==> config.mk <==
export PLATFORM = sky130hd
export DESIGN_NAME = ata_pio_sector_transfer
export DESIGN_NICKNAME = d
export VERILOG_FILES = /design/src/hdl/atapio_pkg.sv /design/src/hdl/atapio_front.sv /design/src/hdl/atapio_jobq.sv /design/src/hdl/atapio_back.sv /design/src/hdl/ata_pio_sector_transfer.sv
export SDC_FILE = /design/constraint.sdc
export NUM_CORES = 1
export LEC_CHECK = 0
export BUFFER_PORTS_ARGS = -buffer_cell sky130_fd_sc_hd__buf_4
export CAP_MARGIN = 20
export CORE_ASPECT_RATIO = 1.4
export CORE_MARGIN = 2
export CORE_UTILIZATION = 25
export DETAILED_ROUTE_END_ITERATION = 6
export GPL_TIMING_DRIVEN = 0
export SLEW_MARGIN = 10
export SYNTH_ARGS = -nofsm -noshare
export SYNTH_HDL_FRONTEND = slang
export SYNTH_SLANG_ARGS = --single-unit
==> constraint.sdc <==
create_clock -name clk -period 7.7 [get_ports clk]
set_input_delay 1.925 -clock clk [delete_from_list [all_inputs] [get_ports clk]]
set_output_delay 1.925 -clock clk [all_outputs]
set_load 0.02 [all_outputs]
==> src/hdl/atapio_pkg.sv <==
`default_nettype none
// ----------------------------------------------------------------------------
// ATA PIO sector transfer package
// Shared types, codes and constants for the PIO LBA28 transfer sequencer.
// ----------------------------------------------------------------------------
package atapio_pkg;

	localparam int WORDS_PER_SECTOR = 256;
	localparam int DRIVE_SLOTS      = 4;
	localparam int WORD_IDX_W       = $clog2(WORDS_PER_SECTOR);

	// input actions
	localparam logic [1:0] ACT_START_RD = 2'd0;
	localparam logic [1:0] ACT_START_WR = 2'd1;
	localparam logic [1:0] ACT_STATUS   = 2'd2;
	localparam logic [1:0] ACT_DATA     = 2'd3;

	// result kinds
	localparam logic [1:0] KIND_REG_WR  = 2'd0;
	localparam logic [1:0] KIND_HOST_WD = 2'd1;
	localparam logic [1:0] KIND_DONE    = 2'd2;

	// outcomes
	localparam logic [1:0] OC_OK        = 2'd0;
	localparam logic [1:0] OC_BAD_DRIVE = 2'd1;
	localparam logic [1:0] OC_TIMEOUT   = 2'd2;
	localparam logic [1:0] OC_DEV_ERR   = 2'd3;

	// task-file offsets
	localparam logic [2:0] TF_DATA    = 3'd0;
	localparam logic [2:0] TF_COUNT   = 3'd2;
	localparam logic [2:0] TF_LBA_LO  = 3'd3;
	localparam logic [2:0] TF_LBA_MID = 3'd4;
	localparam logic [2:0] TF_LBA_HI  = 3'd5;
	localparam logic [2:0] TF_DRIVE   = 3'd6;
	localparam logic [2:0] TF_COMMAND = 3'd7;

	// commands and status bits
	localparam logic [7:0] CMD_READ     = 8'h20;
	localparam logic [7:0] CMD_WRITE    = 8'h30;
	localparam logic [7:0] CMD_FLUSH    = 8'hE7;
	localparam logic [7:0] DRV_SEL_BASE = 8'hE0;
	localparam int         ST_BSY_BIT   = 7;
	localparam int         ST_DRQ_BIT   = 3;
	localparam int         ST_ERR_BIT   = 0;

	// configuration registers
	localparam logic       REG_PRESENT_MASK = 1'b0;
	localparam logic       REG_POLL_LIMIT   = 1'b1;
	localparam logic [15:0] POLL_LIMIT_RST  = 16'd1250;

	// job codes from front to back
	localparam logic [2:0] JOB_DONE       = 3'd0;
	localparam logic [2:0] JOB_TASKFILE   = 3'd1;
	localparam logic [2:0] JOB_WORD       = 3'd2;
	localparam logic [2:0] JOB_WORD_FLUSH = 3'd3;
	localparam logic [2:0] JOB_WORD_DONE  = 3'd4;

	localparam int JQ_DEPTH = 4;
	localparam int JQ_AW    = $clog2(JQ_DEPTH);

	typedef struct packed {
		logic [1:0]  action;
		logic [2:0]  drive_index;
		logic [27:0] lba;
		logic [7:0]  num_sectors;
		logic [7:0]  status_byte;
		logic [7:0]  error_byte;
		logic [15:0] data_word;
	} item_t;

	typedef struct packed {
		logic [1:0]  kind;
		logic        channel;
		logic [2:0]  reg_offset;
		logic [15:0] value;
		logic [1:0]  outcome;
		logic [7:0]  device_error;
		logic        last;
	} result_t;

	typedef struct packed {
		logic [2:0]  code;
		logic        channel;
		logic        drv_slave;
		logic        is_write;
		logic [27:0] lba;
		logic [7:0]  count;
		logic [15:0] data;
		logic [1:0]  outcome;
		logic [7:0]  dev_err;
	} job_t;

	typedef struct packed {
		logic        we;
		logic        index;
		logic [15:0] data;
	} cfg_wr_t;

endpackage

`default_nettype wire

==> src/hdl/atapio_front.sv <==
`default_nettype none
// ----------------------------------------------------------------------------
// ATA PIO front end
// Holds the transfer state and config; turns each item into at most one job.
// ----------------------------------------------------------------------------
module atapio_front (
	input  wire                 clk,
	input  wire                 arst_n,
	input  wire                 accept,
	input  atapio_pkg::item_t   item,
	input  atapio_pkg::cfg_wr_t cfg,
	output logic                job_push,
	output atapio_pkg::job_t    job
);
	import atapio_pkg::*;

	localparam logic [2:0] PH_IDLE  = 3'd0;
	localparam logic [2:0] PH_READY = 3'd1;
	localparam logic [2:0] PH_NBUSY = 3'd2;
	localparam logic [2:0] PH_DRQ   = 3'd3;
	localparam logic [2:0] PH_DATA  = 3'd4;
	localparam logic [2:0] PH_FLUSH = 3'd5;

	localparam logic [2:0]            SLOTS    = 3'(DRIVE_SLOTS);
	localparam logic [WORD_IDX_W-1:0] WORD_MAX = WORD_IDX_W'(WORDS_PER_SECTOR - 1);

	logic [3:0]            present_mask_q;
	logic [15:0]           poll_limit_q;
	logic [2:0]            phase_q, phase_d;
	logic [15:0]           poll_count_q, poll_count_d;
	logic [WORD_IDX_W-1:0] word_index_q, word_index_d;
	logic [7:0]            sectors_left_q, sectors_left_d;
	logic [1:0]            active_drive_q, active_drive_d;
	logic                  is_write_q, is_write_d;
	logic [27:0]           start_lba_q, start_lba_d;
	logic [7:0]            start_count_q, start_count_d;

	logic [16:0] poll_next;
	logic        timed_out;
	logic        bsy, drq, err, bad_drive;
	logic [7:0]  sectors_dec;

	assign poll_next   = {1'b0, poll_count_q} + 17'd1;
	assign timed_out   = poll_next >= {1'b0, poll_limit_q};
	assign bsy         = item.status_byte[ST_BSY_BIT];
	assign drq         = item.status_byte[ST_DRQ_BIT];
	assign err         = item.status_byte[ST_ERR_BIT];
	assign bad_drive   = (item.drive_index >= SLOTS) || !present_mask_q[item.drive_index[1:0]];
	assign sectors_dec = sectors_left_q - 8'd1;

	always_comb begin
		phase_d        = phase_q;
		poll_count_d   = poll_count_q;
		word_index_d   = word_index_q;
		sectors_left_d = sectors_left_q;
		active_drive_d = active_drive_q;
		is_write_d     = is_write_q;
		start_lba_d    = start_lba_q;
		start_count_d  = start_count_q;
		job_push       = 1'b0;
		job            = '0;
		job.channel    = active_drive_q[1];
		job.drv_slave  = active_drive_q[0];
		job.is_write   = is_write_q;
		job.lba        = start_lba_q;
		job.count      = start_count_q;
		job.data       = item.data_word;
		job.code       = JOB_DONE;

		if (phase_q == PH_IDLE) begin
			if (item.action == ACT_START_RD || item.action == ACT_START_WR) begin
				if (bad_drive) begin
					job_push    = 1'b1;
					job.outcome = OC_BAD_DRIVE;
				end else if (item.num_sectors == 8'd0) begin
					job_push    = 1'b1;
					job.outcome = OC_OK;
				end else begin
					active_drive_d = item.drive_index[1:0];
					is_write_d     = item.action[0];
					start_lba_d    = item.lba;
					start_count_d  = item.num_sectors;
					sectors_left_d = item.num_sectors;
					word_index_d   = '0;
					phase_d        = PH_READY;
					poll_count_d   = '0;
				end
			end
		end else if (item.action == ACT_STATUS) begin
			case (phase_q)
				PH_READY, PH_NBUSY, PH_FLUSH: begin
					if (!bsy) begin
						if (phase_q == PH_READY) begin
							job_push     = 1'b1;
							job.code     = JOB_TASKFILE;
							phase_d      = is_write_q ? PH_DRQ : PH_NBUSY;
							poll_count_d = '0;
						end else if (phase_q == PH_NBUSY) begin
							phase_d      = PH_DRQ;
							poll_count_d = '0;
						end else begin
							sectors_left_d = sectors_dec;
							if (sectors_dec == 8'd0) begin
								job_push    = 1'b1;
								job.outcome = OC_OK;
								phase_d     = PH_IDLE;
							end else begin
								phase_d      = PH_DRQ;
								poll_count_d = '0;
							end
						end
					end else if (timed_out) begin
						job_push    = 1'b1;
						job.outcome = OC_TIMEOUT;
						phase_d     = PH_IDLE;
					end else begin
						poll_count_d = poll_next[15:0];
					end
				end
				PH_DRQ: begin
					if (drq) begin
						phase_d      = PH_DATA;
						word_index_d = '0;
					end else if (err) begin
						job_push    = 1'b1;
						job.outcome = OC_DEV_ERR;
						job.dev_err = item.error_byte;
						phase_d     = PH_IDLE;
					end else if (timed_out) begin
						job_push    = 1'b1;
						job.outcome = OC_TIMEOUT;
						phase_d     = PH_IDLE;
					end else begin
						poll_count_d = poll_next[15:0];
					end
				end
				default: begin
				end
			endcase
		end else if (item.action == ACT_DATA && phase_q == PH_DATA) begin
			job_push     = 1'b1;
			job.code     = JOB_WORD;
			word_index_d = word_index_q + 1'b1;
			if (word_index_q == WORD_MAX) begin
				word_index_d = '0;
				if (is_write_q) begin
					job.code     = JOB_WORD_FLUSH;
					phase_d      = PH_FLUSH;
					poll_count_d = '0;
				end else begin
					sectors_left_d = sectors_dec;
					if (sectors_dec == 8'd0) begin
						job.code = JOB_WORD_DONE;
						phase_d  = PH_IDLE;
					end else begin
						phase_d      = PH_NBUSY;
						poll_count_d = '0;
					end
				end
			end
		end
	end

	always_ff @(posedge clk or negedge arst_n) begin
		if (!arst_n) begin
			present_mask_q <= '0;
			poll_limit_q   <= POLL_LIMIT_RST;
			phase_q        <= PH_IDLE;
			poll_count_q   <= '0;
			word_index_q   <= '0;
			sectors_left_q <= '0;
			active_drive_q <= '0;
			is_write_q     <= 1'b0;
			start_lba_q    <= '0;
			start_count_q  <= '0;
		end else begin
			if (cfg.we) begin
				if (cfg.index == REG_PRESENT_MASK) begin
					present_mask_q <= cfg.data[3:0];
				end else begin
					poll_limit_q <= cfg.data;
				end
			end
			if (accept) begin
				phase_q        <= phase_d;
				poll_count_q   <= poll_count_d;
				word_index_q   <= word_index_d;
				sectors_left_q <= sectors_left_d;
				active_drive_q <= active_drive_d;
				is_write_q     <= is_write_d;
				start_lba_q    <= start_lba_d;
				start_count_q  <= start_count_d;
			end
		end
	end

endmodule

`default_nettype wire

==> src/hdl/atapio_jobq.sv <==
`default_nettype none
// ----------------------------------------------------------------------------
// ATA PIO job queue
// Small queue of jobs between the front end and the result generator.
// ----------------------------------------------------------------------------
module atapio_jobq (
	input  wire               clk,
	input  wire               arst_n,
	input  wire               wr_en,
	input  atapio_pkg::job_t  wr_job,
	input  wire               rd_en,
	output atapio_pkg::job_t  rd_job,
	output logic              not_empty,
	output logic              is_full
);
	import atapio_pkg::*;

	localparam logic [JQ_AW:0] DEPTH_V = (JQ_AW + 1)'(JQ_DEPTH);

	job_t             entry_q [JQ_DEPTH];
	logic [JQ_AW-1:0] wr_ptr_q, rd_ptr_q;
	logic [JQ_AW:0]   count_q;

	assign rd_job    = entry_q[rd_ptr_q];
	assign not_empty = count_q != '0;
	assign is_full   = count_q == DEPTH_V;

	always_ff @(posedge clk) begin
		if (wr_en) begin
			entry_q[wr_ptr_q] <= wr_job;
		end
	end

	always_ff @(posedge clk or negedge arst_n) begin
		if (!arst_n) begin
			wr_ptr_q <= '0;
			rd_ptr_q <= '0;
			count_q  <= '0;
		end else begin
			if (wr_en) begin
				wr_ptr_q <= wr_ptr_q + 1'b1;
			end
			if (rd_en) begin
				rd_ptr_q <= rd_ptr_q + 1'b1;
			end
			case ({wr_en, rd_en})
				2'b10:   count_q <= count_q + 1'b1;
				2'b01:   count_q <= count_q - 1'b1;
				default: count_q <= count_q;
			endcase
		end
	end

endmodule

`default_nettype wire

==> src/hdl/atapio_back.sv <==
`default_nettype none
// ----------------------------------------------------------------------------
// ATA PIO result generator
// Expands each job into its result transfers, one per cycle while the
// output register is free or being popped, and holds them in that register.
// ----------------------------------------------------------------------------
module atapio_back (
	input  wire                clk,
	input  wire                arst_n,
	input  wire                jq_not_empty,
	input  atapio_pkg::job_t   jq_job,
	output logic               jq_pop,
	output atapio_pkg::result_t res,
	output logic               res_valid,
	input  wire                res_take
);
	import atapio_pkg::*;

	job_t       job_q;
	logic       job_valid_q;
	logic [2:0] step_q;
	result_t    res_q;
	logic       res_valid_q;

	logic       out_free, adv, final_step;
	logic [2:0] last_step;
	result_t    gen;

	always_comb begin
		case (job_q.code)
			JOB_TASKFILE:                 last_step = 3'd5;
			JOB_WORD_FLUSH, JOB_WORD_DONE: last_step = 3'd1;
			default:                      last_step = 3'd0;
		endcase
	end

	assign out_free   = !res_valid_q || res_take;
	assign adv        = job_valid_q && out_free;
	assign final_step = step_q == last_step;
	assign jq_pop     = jq_not_empty && (!job_valid_q || (adv && final_step));

	always_comb begin
		gen         = '0;
		gen.channel = job_q.channel;
		gen.last    = final_step;
		case (job_q.code)
			JOB_TASKFILE: begin
				gen.kind = KIND_REG_WR;
				case (step_q)
					3'd0: begin
						gen.reg_offset = TF_DRIVE;
						gen.value = {8'h00, DRV_SEL_BASE | {3'b000, job_q.drv_slave,
							job_q.lba[27:24]}};
					end
					3'd1: begin
						gen.reg_offset = TF_COUNT;
						gen.value      = {8'h00, job_q.count};
					end
					3'd2: begin
						gen.reg_offset = TF_LBA_LO;
						gen.value      = {8'h00, job_q.lba[7:0]};
					end
					3'd3: begin
						gen.reg_offset = TF_LBA_MID;
						gen.value      = {8'h00, job_q.lba[15:8]};
					end
					3'd4: begin
						gen.reg_offset = TF_LBA_HI;
						gen.value      = {8'h00, job_q.lba[23:16]};
					end
					default: begin
						gen.reg_offset = TF_COMMAND;
						gen.value      = {8'h00, job_q.is_write ? CMD_WRITE : CMD_READ};
					end
				endcase
			end
			JOB_WORD, JOB_WORD_FLUSH, JOB_WORD_DONE: begin
				if (step_q == 3'd0) begin
					gen.kind       = job_q.is_write ? KIND_REG_WR : KIND_HOST_WD;
					gen.reg_offset = TF_DATA;
					gen.value      = job_q.data;
				end else if (job_q.code == JOB_WORD_FLUSH) begin
					gen.kind       = KIND_REG_WR;
					gen.reg_offset = TF_COMMAND;
					gen.value      = {8'h00, CMD_FLUSH};
				end else begin
					gen.kind    = KIND_DONE;
					gen.channel = 1'b0;
					gen.outcome = OC_OK;
				end
			end
			default: begin
				gen.kind         = KIND_DONE;
				gen.channel      = 1'b0;
				gen.outcome      = job_q.outcome;
				gen.device_error = job_q.dev_err;
			end
		endcase
	end

	always_ff @(posedge clk) begin
		if (jq_pop) begin
			job_q <= jq_job;
		end
		if (adv) begin
			res_q <= gen;
		end
	end

	always_ff @(posedge clk or negedge arst_n) begin
		if (!arst_n) begin
			job_valid_q <= 1'b0;
			step_q      <= '0;
			res_valid_q <= 1'b0;
		end else begin
			if (jq_pop) begin
				job_valid_q <= 1'b1;
				step_q      <= '0;
			end else if (adv) begin
				if (final_step) begin
					job_valid_q <= 1'b0;
				end
				step_q <= step_q + 1'b1;
			end
			if (adv) begin
				res_valid_q <= 1'b1;
			end else if (res_take) begin
				res_valid_q <= 1'b0;
			end
		end
	end

	assign res       = res_q;
	assign res_valid = res_valid_q;

endmodule

`default_nettype wire

==> src/hdl/ata_pio_sector_transfer.sv <==
`default_nettype none
// ----------------------------------------------------------------------------
// ATA PIO LBA28 sector transfer sequencer
// Host-side read/write sequencer: task-file setup, status polling, sector data.
// ----------------------------------------------------------------------------
// Usage: push one item per cycle while full is low; status samples and data
// words are taken back to back. Every item is classified in the cycle it is
// accepted and at most one job enters a four-entry job queue. The result
// generator drains that queue at one result transfer per cycle while pop
// keeps the output register free, so a data word yields one result, a
// sector-end word with flush or done two, and the task-file setup (drive
// select, count, three LBA bytes, command) six. The queue lets the input keep
// running while those results drain; full rises only when four jobs are
// waiting. Each job is picked up into the job register and its results are
// held in the output register until popped; with the queue and generator
// empty, the first result of an item goes through the queue entry, the job
// register and the output register. Configuration registers (present_mask at
// index 0, poll_limit at index 1) are always writable; cfg_ready is tied high.
// ----------------------------------------------------------------------------
module ata_pio_sector_transfer (
	input  wire                  clk,
	input  wire                  arst_n,
	// input queue side
	input  wire                  push,
	output logic                 full,
	input  atapio_pkg::item_t    item,
	// result queue side
	output logic                 empty,
	input  wire                  pop,
	output atapio_pkg::result_t  result,
	// configuration write channel
	input  wire                  cfg_valid,
	output logic                 cfg_ready,
	input  wire                  cfg_index,
	input  wire [15:0]           cfg_data
);
	import atapio_pkg::*;

	logic    accept;
	logic    job_push;
	job_t    fe_job;
	job_t    jq_job;
	logic    jq_pop, jq_not_empty, jq_full;
	logic    res_valid;
	cfg_wr_t cfg;

	// an item transfer happens when the job queue has a free slot
	assign full      = jq_full;
	assign accept    = push && !jq_full;
	assign cfg_ready = 1'b1;

	always_comb begin
		cfg.we    = cfg_valid;
		cfg.index = cfg_index;
		cfg.data  = cfg_data;
	end

	// front: phase, poll counting, sector and word bookkeeping
	atapio_front u_front (
		.clk      (clk),
		.arst_n   (arst_n),
		.accept   (accept),
		.item     (item),
		.cfg      (cfg),
		.job_push (job_push),
		.job      (fe_job)
	);

	// jobs only enter on an accepted item
	atapio_jobq u_jobq (
		.clk       (clk),
		.arst_n    (arst_n),
		.wr_en     (accept && job_push),
		.wr_job    (fe_job),
		.rd_en     (jq_pop),
		.rd_job    (jq_job),
		.not_empty (jq_not_empty),
		.is_full   (jq_full)
	);

	// back: one result transfer per cycle while the output register is free
	atapio_back u_back (
		.clk          (clk),
		.arst_n       (arst_n),
		.jq_not_empty (jq_not_empty),
		.jq_job       (jq_job),
		.jq_pop       (jq_pop),
		.res          (result),
		.res_valid    (res_valid),
		.res_take     (pop)
	);

	assign empty = !res_valid;

endmodule

`default_nettype wire

* Word level (Yosys, flattened, before mapping)
Memory sizes are Yosys's and may differ from the RTL's. A register that Yosys moved wholly into a read port is not among the register bits.
Cells that the tools add are included.
** Storage, ports and cells
- Register bits after elaboration :: 139
- Latch bits :: 0
- RAM bits :: 272
- ROM bits :: 0
- Bits of input ports :: 95
- Output and inout port bits :: 36
- Logic and storage cells :: 225
- Memories kept :: 1
** Cells by class
- Add/subtract/negate cells :: 8
- $mul :: 0
- Divide/modulo/power cells :: 0
- $lt $le $gt $ge :: 3
- Equal/unequal tests :: 34
- Shifts and indexed selects :: 0
- Mux-type cells :: 115
- Bitwise operators :: 3
- Reductions and logical operators :: 38
** Memory list
- u_jobq.entry_q :: words 4, bits a word 68, rd ports 1, clocked after memory_dff 1, write ports 1, line atapio_jobq.sv:20 : job_t entry_q [JQ_DEPTH];
** Operators by type and width (number)
- 2-to-1 mux 16 bit :: 15
- 2-to-1 mux 8 bit :: 24
- one-hot mux 19 bit (5 select lines) :: 1
- 2-to-1 mux 3 bit :: 24
- 2-to-1 mux 19 bit :: 2
- one-hot mux 19 bit (2 select lines) :: 1
- one-hot mux 16 bit (2 select lines) :: 1
- 2-to-1 mux 1 bit :: 27
- 2-to-1 mux 10 bit :: 2
- == test 3 x 2 -> 1 bit (second input constant) :: 6
- 2-to-1 mux 2 bit :: 9
- inequality test 3 x 2 -> 1 bit (second input constant) :: 6
- one-hot mux 3 bit (2 select lines) :: 3
- adder 16 x 1 -> 17 bit (second input constant) :: 1
- greater-or-equal comparator 17 x 16 -> 1 bit :: 1
- zero test 8 bit :: 2
- == test 3 bit (second input constant) :: 5
- AND reduction 7 bit :: 2
- inequality test 4 x 3 -> 1 bit (second input constant) :: 3
- AND reduction 11 bit :: 1
- == test 3 x 1 -> 1 bit (second input constant) :: 3
- AND reduction 9 bit :: 1
- nonzero test 3 bit :: 3
- adder 8 x 1 -> 8 bit (second input constant) :: 1
- other kinds (28) :: 57

* Longest topological paths before layout
Gate-level depths: netlist of the first run.
- Depth after elaboration :: 12
- Depth in mapped cells :: 20
- Mapped depth without buffers :: 20

* Modules after synthesis
Synthesis of the first run repeated with hierarchy kept, for this count alone.
** Second synthesis, totals
- Cell total of the unflattened synthesis :: 1135
- Area, all modules :: 19647.6 um^2
** By module, submodules not included
- atapio_jobq :: times used 1, cells each 389, area each 10281.1 um^2, sequential area each 8343.0 um^2
- atapio_front :: times used 1, cells each 512, area each 5327.6 um^2, sequential area each 2358.5 um^2
- atapio_back :: times used 1, cells each 229, area each 4008.8 um^2, sequential area each 3158.0 um^2
- ata_pio_sector_transfer :: times used 1, cells each 5, area each 30.0 um^2, sequential area each 0.0 um^2

* Least setup slack after synthesis of the first run
Ideal clock, no wire load.
- Path type :: input -> register
- Start point :: input port pop
- End point :: register u_jobq.count_q[2]
- Setup time :: 79 ps
- Data arrival time :: 6830 ps
- Data required time :: 7621 ps
- Path slack :: 791 ps
- Stages on the path :: 11
- Buffers on the path :: 0
- Cells stage by stage :: nand2b_1 > nand2_1 > o21ai_0 > a41oi_1 > nor2_1 > ha_1 > inv_1 > fa_1 > xor2_1 > nor2_1 > xor2_1
** Between the ends
- Longest elaborated chain between the ends :: 7
- Elaborated cells on any way between the ends :: 9
- Those cells by class :: eq/ne: 2; mux: 1; reduce/logical: 6
** RTL lines
- start, declared :: line ata_pio_sector_transfer.sv:29 : input wire pop,
- logical OR 1 bit (*) :: line atapio_back.sv:37 : assign out_free = !res_valid_q || res_take;
- logical AND 1 bit (*) :: line atapio_back.sv:38 : assign adv = job_valid_q && out_free;
- logical AND 1 bit (*) :: line atapio_back.sv:40 : assign jq_pop = jq_not_empty && (!job_valid_q || (adv && final_step));
- logical OR 1 bit (*) :: line atapio_back.sv:40
- logical AND 1 bit (*) :: line atapio_back.sv:40
- via jq_pop :: line ata_pio_sector_transfer.sv:43 : logic jq_pop, jq_not_empty, jq_full;
- == test 2 x 1 -> 1 bit / == test 2 bit (equally long branches) :: line atapio_jobq.sv:46 : case ({wr_en, rd_en})
- one-hot mux 3 bit (2 select lines) / nonzero test 2 bit (equally long branches)
- end signal, assigned :: line atapio_jobq.sv:47 : 2'b10: count_q <= count_q + 1'b1;
- end signal, assigned :: line atapio_jobq.sv:48 : 2'b01: count_q <= count_q - 1'b1;
- end signal, assigned :: line atapio_jobq.sv:49 : default: count_q <= count_q;
- end, declared :: line atapio_jobq.sv:22 : logic [JQ_AW:0] count_q;
Mark *: on every way through the listed nets, which the timed path passes. The rest lies on a longest branch.
A chain may end at the register's enable or synchronous reset.

* Worst setup path after layout of the first run
- Start point :: register u_front.poll_count_q[0]
- End point :: memory u_jobq.entry_q[2][46] (netlist name) (enable)
** Between the ends
- Longest elaborated chain between the ends :: 11
- Elaborated cells on any way between the ends :: 12
- Those cells by class :: add/sub: 1; order compare: 1; mux: 9; reduce/logical: 1
** RTL lines
- start, declared :: line atapio_front.sv:30 : logic [15:0] poll_count_q, poll_count_d;
- start signal, assigned :: line atapio_front.sv:186 : poll_count_q <= poll_count_d;
- adder 16 x 1 -> 17 bit (*) :: line atapio_front.sv:43 : assign poll_next = {1'b0, poll_count_q} + 17'd1;
- greater-or-equal comparator 17 x 16 -> 1 bit (*) :: line atapio_front.sv:44 : assign timed_out = poll_next >= {1'b0, poll_limit_q};
- 2-to-1 mux 1 bit (*) :: line atapio_front.sv:112, atapio_front.sv:129
- 2-to-1 mux 1 bit :: line atapio_front.sv:124 : end else if (err) begin
- 2-to-1 mux 1 bit :: line atapio_front.sv:121 : if (drq) begin
- one-hot mux 1 bit (2 select lines) (*) :: line atapio_front.sv:90 : case (phase_q)
- 2-to-1 mux 1 bit (*) :: line atapio_front.sv:89 : end else if (item.action == ACT_STATUS) begin
- 2-to-1 mux 1 bit (*) :: line atapio_front.sv:70 : if (phase_q == PH_IDLE) begin
- logical AND 1 bit (*) :: line ata_pio_sector_transfer.sv:73 : .wr_en (accept && job_push),
- 2-to-1 mux 1 bit (*) :: line atapio_jobq.sv:29 : if (wr_en) begin
- 2-to-1 mux 1 bit (implied by the code) (*) :: line atapio_jobq.sv:30 : entry_q[wr_ptr_q] <= wr_job;
- end, declared :: line atapio_jobq.sv:20
Every way passes the cells marked *; elsewhere a longest branch is shown, timed or not.

==> results.md, run 1 <==
- Status: complete, no violations
- Root buf cell: clkbuf_16
- Core Rows: 121
- Clk buf depth: 3
- Cts bufs inserted: 48
- Critical path type: flop to flop
- Post-CTS sizing: 0
- Avg WL per Cell: 17.2 µm
- Hold path cells: 1
- Critical-path top delay cell: and2_4
- Leakage power: 8.54 nW
- Number of hold buffers added after CTS: 0
- DRC Markers: 0
- Final nets: 1587
- Crit-path cells: ha_1 -> nand3_1 -> nor4_1 -> and3_1 -> and3_1 -> xor2_1 -> ha_1 -> nand3_1 -> nor3_1 -> nand3_1 -> nand4_1 -> o21bai_1 -> a31oi_2 -> and2_4 -> buf_16
- Initial DRC Count: 640
- DRT Wirelength: 43.8 mm
- Die ar.: 80200 µm²
- Worst Path Buf+Inv: 1
- Final Setup Violations: 0
- Fill cells: 7733
- Worst path most repeated cell: nand3_1
- First-pass GRT wire length: 67.0 mm
- Vias in the first global route: 11.6k
- Max incr delay on CP: 0.56 ns
- Routing usage on met3: 2.74%
- Syn Std Cell Area: 19500 µm²
- Die H: 334 µm
- Largest net degree at the start of global routing: 82
- Vias per cell: 4.37
- Die X-Extent: 240 µm
- Fmax: 199 MHz
- GR peak layer: met2
- Startpoint types: flop
- Layout cells sized above 1: 22.3%
- CORE AREA: 77500 µm²
- Port Buf Inserts: 123
- Reg clk slew, reported paths: 0.07 ns
- Final Max Tran Viols: 0
- Initial Util: 25.1%
- Post-Syn Nets: 1402
- CTS tree: built
- Post-synth cell types: 66
- Routed via count: 11.1k
- Finished Core Util: 30.4%
- Final period util: 65.2%
- Final Hold Fails: 0
- Post CTS Setup Buffer Count: 0
- Gpl congestion: 0.820
- GR Util met1: 12.3%
- Delay-heaviest family, CP: simple AND/OR/NAND/NOR gates
- Reg2Reg Depth: 15
- DRT Pass-1 Iters: 5
- Post-synthesis sequential area ratio: 71.1%
- Worst EP arrival: 5.28 ns
- Pwr dens: 354 nW/µm²
- Setup WS post-layout: 2.68 ns
- Synthesized area per cell: 15.3 µm²
- Final ANT Viol Nets: 0
- Cell taking the most area after synthesis: edfxtp_1
- Final Total Pwr: 8.34 mW
- Max-slew headroom: 35.9%
- Post-DP HPWL: 30.8 mm
- Crit Path Max Fanout: 42
- Synth Warn #: 0
- Flop-to-flop setup slack: 2.68 ns
- Max_cap viols: 0
- Clock Latency Late Sink: 0.61 ns
- Least-Margin Pin Slew: 0.962 ns
- VDD IR max: 0.000159 V
- Commonest non-fill, non-tap cell in the layout: edfxtp_1
- Clock sink total: 479
- Initial antenna violation count: 7
- Worst min path class: flop to flop
- Required @ worst endpoint: 7.96 ns
- Min Tclk post-route: 5.02 ns
- Main synth FF type: edfxtp_1
- Number of synthesized flops with an enable pin: 373
- P&R area growth vs syn: 20.8%
- H-Tree Depth: 2
- Met2 usage: 20.1%
- IO Count: 131
- RSZ-0062 raised after global routing: false
- Most frequent cells in the layout: edfxtp_1 (373), nand2_1 (193), buf_4 (124), dfrtp_1 (101), mux4_2 (69)
- Synth Instances: 1276
- Top cell type's share of synthesized area: 57.5%
- Fraction of registers with async set or reset after synthesis: 22.1%
- Critical Path Sink Type: flop
- GR Overflow Total: 0
- Synthesized flop and latch total: 479
- Critical path depth in cells: 15
- Top cells by area, synth: edfxtp_1 (57%), dfrtp_1 (13%), mux4_2 (8.0%)
- Total Routing Usage GR: 10.9%
- DP Worst Slack: 2.70 ns
- Clock skew: 0.0277 ns
==> layer usage <==
layer / vias to the layer above / wire length (µm)
met5: - / 57
met4: 10 / 964
met3: 77 / 2600
met2: 291 / 23300
met1: 5541 / 16900
li1: 5200 / -
==> metrics by stage <==
step           std cells  cell area (µm²)  TNS (ns)  hold slack (ns)
2_1_floorplan       1276            19500         0            0.442
3_3_place_gp        2444            21700    -35.34            0.454
3_5_place_dp        2455            22000         0            0.469
4_1_cts             2543            23500         0            0.486
5_1_grt             2546            23500         0            0.525
6_report            2546            23500         0            0.490
==> cells by family after synthesis <==
kind of cell	Yosys count	share of synthesized area [%]
flops	479	71.1
simple gates	382	9.03
compound gates	187	6.07
mux	93	9.34
buf+inv	93	1.93
fa+ha+maj	31	2.03
xor+xnor	10	0.449
other cells	1	0.0192
==> where the power goes <==
group          leakage (nW)  switching (mW)  internal [mW]
Clock                 0.738            1.04           1.24
Combinational          3.03            1.32          0.941
Sequential             4.77           0.323           3.49
Total                  8.54            2.68           5.67
==> cell type report <==
| type | instances | area [µm²] | share of cell area (%) |
|---|---|---|---|
| Antenna cell | 2 | 5.00 | 0.0213 |
| Inverter | 40 | 150 | 0.638 |
| Tap cell | 1045 | 1310 | 5.55 |
| Timing Repair Buffer | 135 | 1190 | 5.08 |
| Buffer | 53 | 226 | 0.962 |
| Multi-Input combinational cell | 704 | 5270 | 22.4 |
| Sequential cell | 479 | 13900 | 58.9 |
| Clock buffer | 60 | 1280 | 5.42 |
| Clock inverter | 28 | 248 | 1.05 |
==> cells in the mapped netlist (14+ instances only) <==
cell      number
a21oi_1       30
a22oi_1       18
and2_1        24
clkbuf_1      37
dfrtp_1      101
edfxtp_1     373
ha_1          30
inv_1         39
mux2_2        21
mux4_2        69
nand2_1      193
nand2b_1      16
nand3_1       19
nor2_1        49
nor2b_1       21
nor3_1        14
o21ai_0       65
o21ai_1       19
==> state kept, by name (all words and copies together) (netlist names), 4 cells and up <==
register and flops:
u_front.start_lba_q 28, u_front.sectors_left_q 8, u_front.start_count_q 8, u_front.poll_limit_q 16, u_back.job_q 68, u_back.res 33
u_jobq.entry_q 272, u_front.poll_count_q 16, u_front.present_mask_q 4, u_front.word_index_q 8
==> path summary, 6_finish.rpt <==
check / from / endpoint
setup reg to reg: u_front.poll_count_q[0]$_DFFE_PN0P_ / u_jobq.entry_q[2][46]$_DFFE_PP_
min in group asynchronous: arst_n / u_front.start_lba_q[15]$_DFFE_PN0P_
max in group asynchronous: arst_n / u_front.poll_limit_q[10]$_DFFE_PN1P_
setup / recovery: u_front.poll_count_q[0]$_DFFE_PN0P_ / u_jobq.entry_q[2][46]$_DFFE_PP_
hold reg to reg: u_back.job_valid_q$_DFFE_PN0P_ / u_back.res_valid$_DFFE_PN0P_
hold / removal: u_back.job_valid_q$_DFFE_PN0P_ / u_back.res_valid$_DFFE_PN0P_
(Power assumes the default switching activity.)
==> inputs of run 2 (changes only) <==
==> constraint.sdc (replaced) <==
create_clock -name clk -period 4.8 [get_ports clk]
set_input_delay 1.2 -clock clk [delete_from_list [all_inputs] [get_ports clk]]
set_output_delay 1.2 -clock clk [all_outputs]
set_load 0.02 [all_outputs]
==> run 2 against run 1 <==
Compared with the run above:
- final cell count rose by 0.35%
- count of clock-buffer cells in the layout fell by 3
- register-to-register slack got worse by 2.4 ns
- maximum frequency rose by 10%
- non-clock buffer count rose by 5
- global-route usage rose by 0.39 points
- core utilization rose by 0.17 points
- via count rose by 0.81%
- sequential power rose by 61%
==> results.md, run 2 (same netlist as run 1, synthesis figures left out) <==
- Critical path type: flop to flop
- Largest Register: u_jobq.entry_q
- Final nets: 1596 (+0.57%)
- P&R area growth vs syn: 21.5%
- DRT Wirelength: 45.3 mm (+3.4%)
- Sum Neg Setup Slack: 0 ns (unchanged)
- Status: complete, no violations
- CORE AREA: 77500 µm² (unchanged)
- Leakage power: 8.60 nW (+0.75%)
- Initial DRC Count: 824 (+29%)
- Die H: 334 µm (unchanged)
- IO Count: 131 (unchanged)
- Max_cap viols: 0 (unchanged)
- Clk buf depth: 3 (unchanged)
- Largest net degree at the start of global routing: 82 (unchanged)
- Number of flip-flops in the largest register: 272 (unchanged)
- Cts bufs inserted: 48 (unchanged)
- Fmax: 219 MHz (+10%)
- Flop-to-flop setup slack: 0.24 ns (-2.44 ns)
- Reg2Reg Depth: 19 (+4)
- Worst R2R End: u_jobq.count_q[2]$_DFFE_PN0P_
- GR Overflow Total: 0 (unchanged)
- Core Rows: 121 (unchanged)
- Die X-Extent: 240 µm (unchanged)
- Routed via count: 11.2k (+0.81%)
- Critical path depth in cells: 19 (+4)
- Total Routing Usage GR: 11.3% (+0.39 points)
- Hold path cells: 1 (unchanged)
- Worst R2R Start: u_front.poll_count_q[0]$_DFFE_PN0P_
- Fill cells: 7711 (-0.28%)
- Worst min path class: flop to flop
- Critical Path Sink Type: flop
- Startpoint types: flop
- Min Tclk post-route: 4.56 ns (-0.464 ns)
- Port Buf Inserts: 123 (unchanged)
- Final cell count without fillers: 2555 (+0.35%)
- Max incr delay on CP: 0.46 ns (-0.10 ns)
- First-pass GRT wire length: 69.1 mm (+3.1%)
- Most frequent cells in the layout: edfxtp_1 (373), nand2_1 (193), buf_4 (129), dfrtp_1 (101), mux4_2 (69)
- DRC Markers: 0 (unchanged)
- Worst Path Buf+Inv: 2 (+1)
- DRT Pass-1 Iters: 5 (unchanged)
- CTS tree: built
- Vias in the first global route: 11.6k (+0.15%)
- Pwr dens: 574 nW/µm² (+62%)
- Clock sink total: 479 (unchanged)
- Clock skew: 0.0236 ns (-0.00415 ns)
- Die ar.: 80200 µm² (unchanged)
- Vias per cell: 4.39 (+0.45%)
- Initial Util: 25.1% (unchanged)
- Max-slew headroom: 34.1% (-1.7 points)
- Critical-path top delay cell: dfrtp_1
- RSZ-0062 raised after global routing: false
- Commonest non-fill, non-tap cell in the layout: edfxtp_1
- VDD IR max: 0.000309 V (+94%)
- Hold endpoint: u_back.res_valid$_DFFE_PN0P_
- Root buf cell: clkbuf_16
- Initial antenna violation count: 8 (+1)
- Clock Latency Late Sink: 0.59 ns (-0.02 ns)
- Final period util: 94.9% (+30 points)
- Least-Margin Pin Slew: 0.988 ns (+0.0260 ns)
- Final Setup Violations: 0 (unchanged)
- Worst EP arrival: 5.08 ns (-0.20 ns)
- Avg WL per Cell: 17.7 µm (+3.1%)
- Layout cells sized above 1: 22.7% (+0.38 points)
- Crit Path Max Fanout: 11 (-74%)
- Placed Cells: 2455 (unchanged)
- H-Tree Depth: 2 (unchanged)
- Delay-heaviest family, CP: simple AND/OR/NAND/NOR gates
- Final ANT Viol Nets: 0 (unchanged)
- Post-DP HPWL: 31.1 mm (+1.1%)
- HP Start: u_back.job_valid_q$_DFFE_PN0P_
- Final Hold Fails: 0 (unchanged)
- Crit-path cells: ha_1 -> nand3_1 -> nor4_2 -> and3_1 -> and3_1 -> xor2_1 -> ha_1 -> a21o_1 -> a21oi_1 -> nand4_1 -> o21bai_2 -> a31oi_4 -> inv_1 -> ha_1 -> inv_1 -> fa_1 -> xor2_1 -> nor2_1 -> xor2_1
- Final Max Tran Viols: 0 (unchanged)
- Gpl congestion: 0.824 (+0.59%)
- Required @ worst endpoint: 5.32 ns (-2.64 ns)
- Reg clk slew, reported paths: 0.06 ns (about the same)
[run 2: cell type report]
cell class	instances	area (µm²)	area share [%]
antenna	1	2.50	0.0106
buffer	53	226	0.957
inverter	40	150	0.634
tap	1045	1310	5.52
timing repair buffer	140	1220	5.17
multi-input combinational	708	5330	22.5
clock inverter	32	318	1.34
clock buffer	57	1250	5.30
sequential	479	13900	58.6
[run 2: through the flow]
step	setup WS [ns]	instance area [µm²]	hold slack, ns	util (%)	total power, mW
after CTS	0.00461	23600	0.452	30.5	13.8
after detailed placement	-0.129	22000	0.473	28.4	9.90
final	0.242	23700	0.473	30.5	13.6
after global routing	0.0142	23700	0.473	30.5	14.4
after global placement	-0.985	21700	0.458	28.0	9.66
after floorplan	0.684	19500	0.442	-	8.50
[run 2: worst max-delay path by stage]
stage | start | endpoint
after floorplan | u_front.poll_count_q[0]$_DFFE_PN0P_ | u_jobq.entry_q[0][0]$_DFFE_PP_
after global placement | u_front.poll_count_q[0]$_DFFE_PN0P_ | u_jobq.entry_q[0][44]$_DFFE_PP_
after detailed placement | u_front.poll_count_q[0]$_DFFE_PN0P_ | u_jobq.entry_q[3][44]$_DFFE_PP_
final | u_front.poll_count_q[0]$_DFFE_PN0P_ | u_jobq.count_q[2]$_DFFE_PN0P_
after CTS | u_front.poll_count_q[0]$_DFFE_PN0P_ | u_jobq.count_q[2]$_DFFE_PN0P_
after global routing | u_front.poll_count_q[0]$_DFFE_PN0P_ | u_jobq.count_q[2]$_DFFE_PN0P_
[run 2: repair_timing]
item	4_1_cts	5_1_grt
hold buffers	0	0
gates cloned	4	0
endpoints found under the setup margin	183	263
setup buffers	4	1
gates resized for setup	1	3
endpoints found under the hold margin	0	0
pin swaps	4	1
[run 2: routing by layer]
layer,GRT usage (%),share of wire (%)
met4,3.74,2.6
met2,20.3,52
met3,2.44,5.1
met1,13.3,40
met5,0,0.22
[run 2: worst reg2reg max path: stages, from the launching register on]
cell	delay, ns
dfrtp_1	0.46
ha_1	0.23
nand3_1	0.22
nor4_2	0.37
and3_1	0.25
and3_1	0.18
xor2_1	0.25
ha_1	0.29
a21o_1	0.18
a21oi_1	0.14
nand4_1	0.23
o21bai_2	0.27
a31oi_4	0.21
inv_1	0.11
ha_1	0.18
inv_1	0.07
fa_1	0.43
xor2_1	0.15
nor2_1	0.13
xor2_1	0.15
[run 2: where the power goes]
group          total [mW]  internal, mW  switching, mW
Clock                3.76          2.15           1.61
Sequential           6.12          5.60          0.517
Combinational        3.70          1.54           2.16
Total                13.6          9.29           4.29
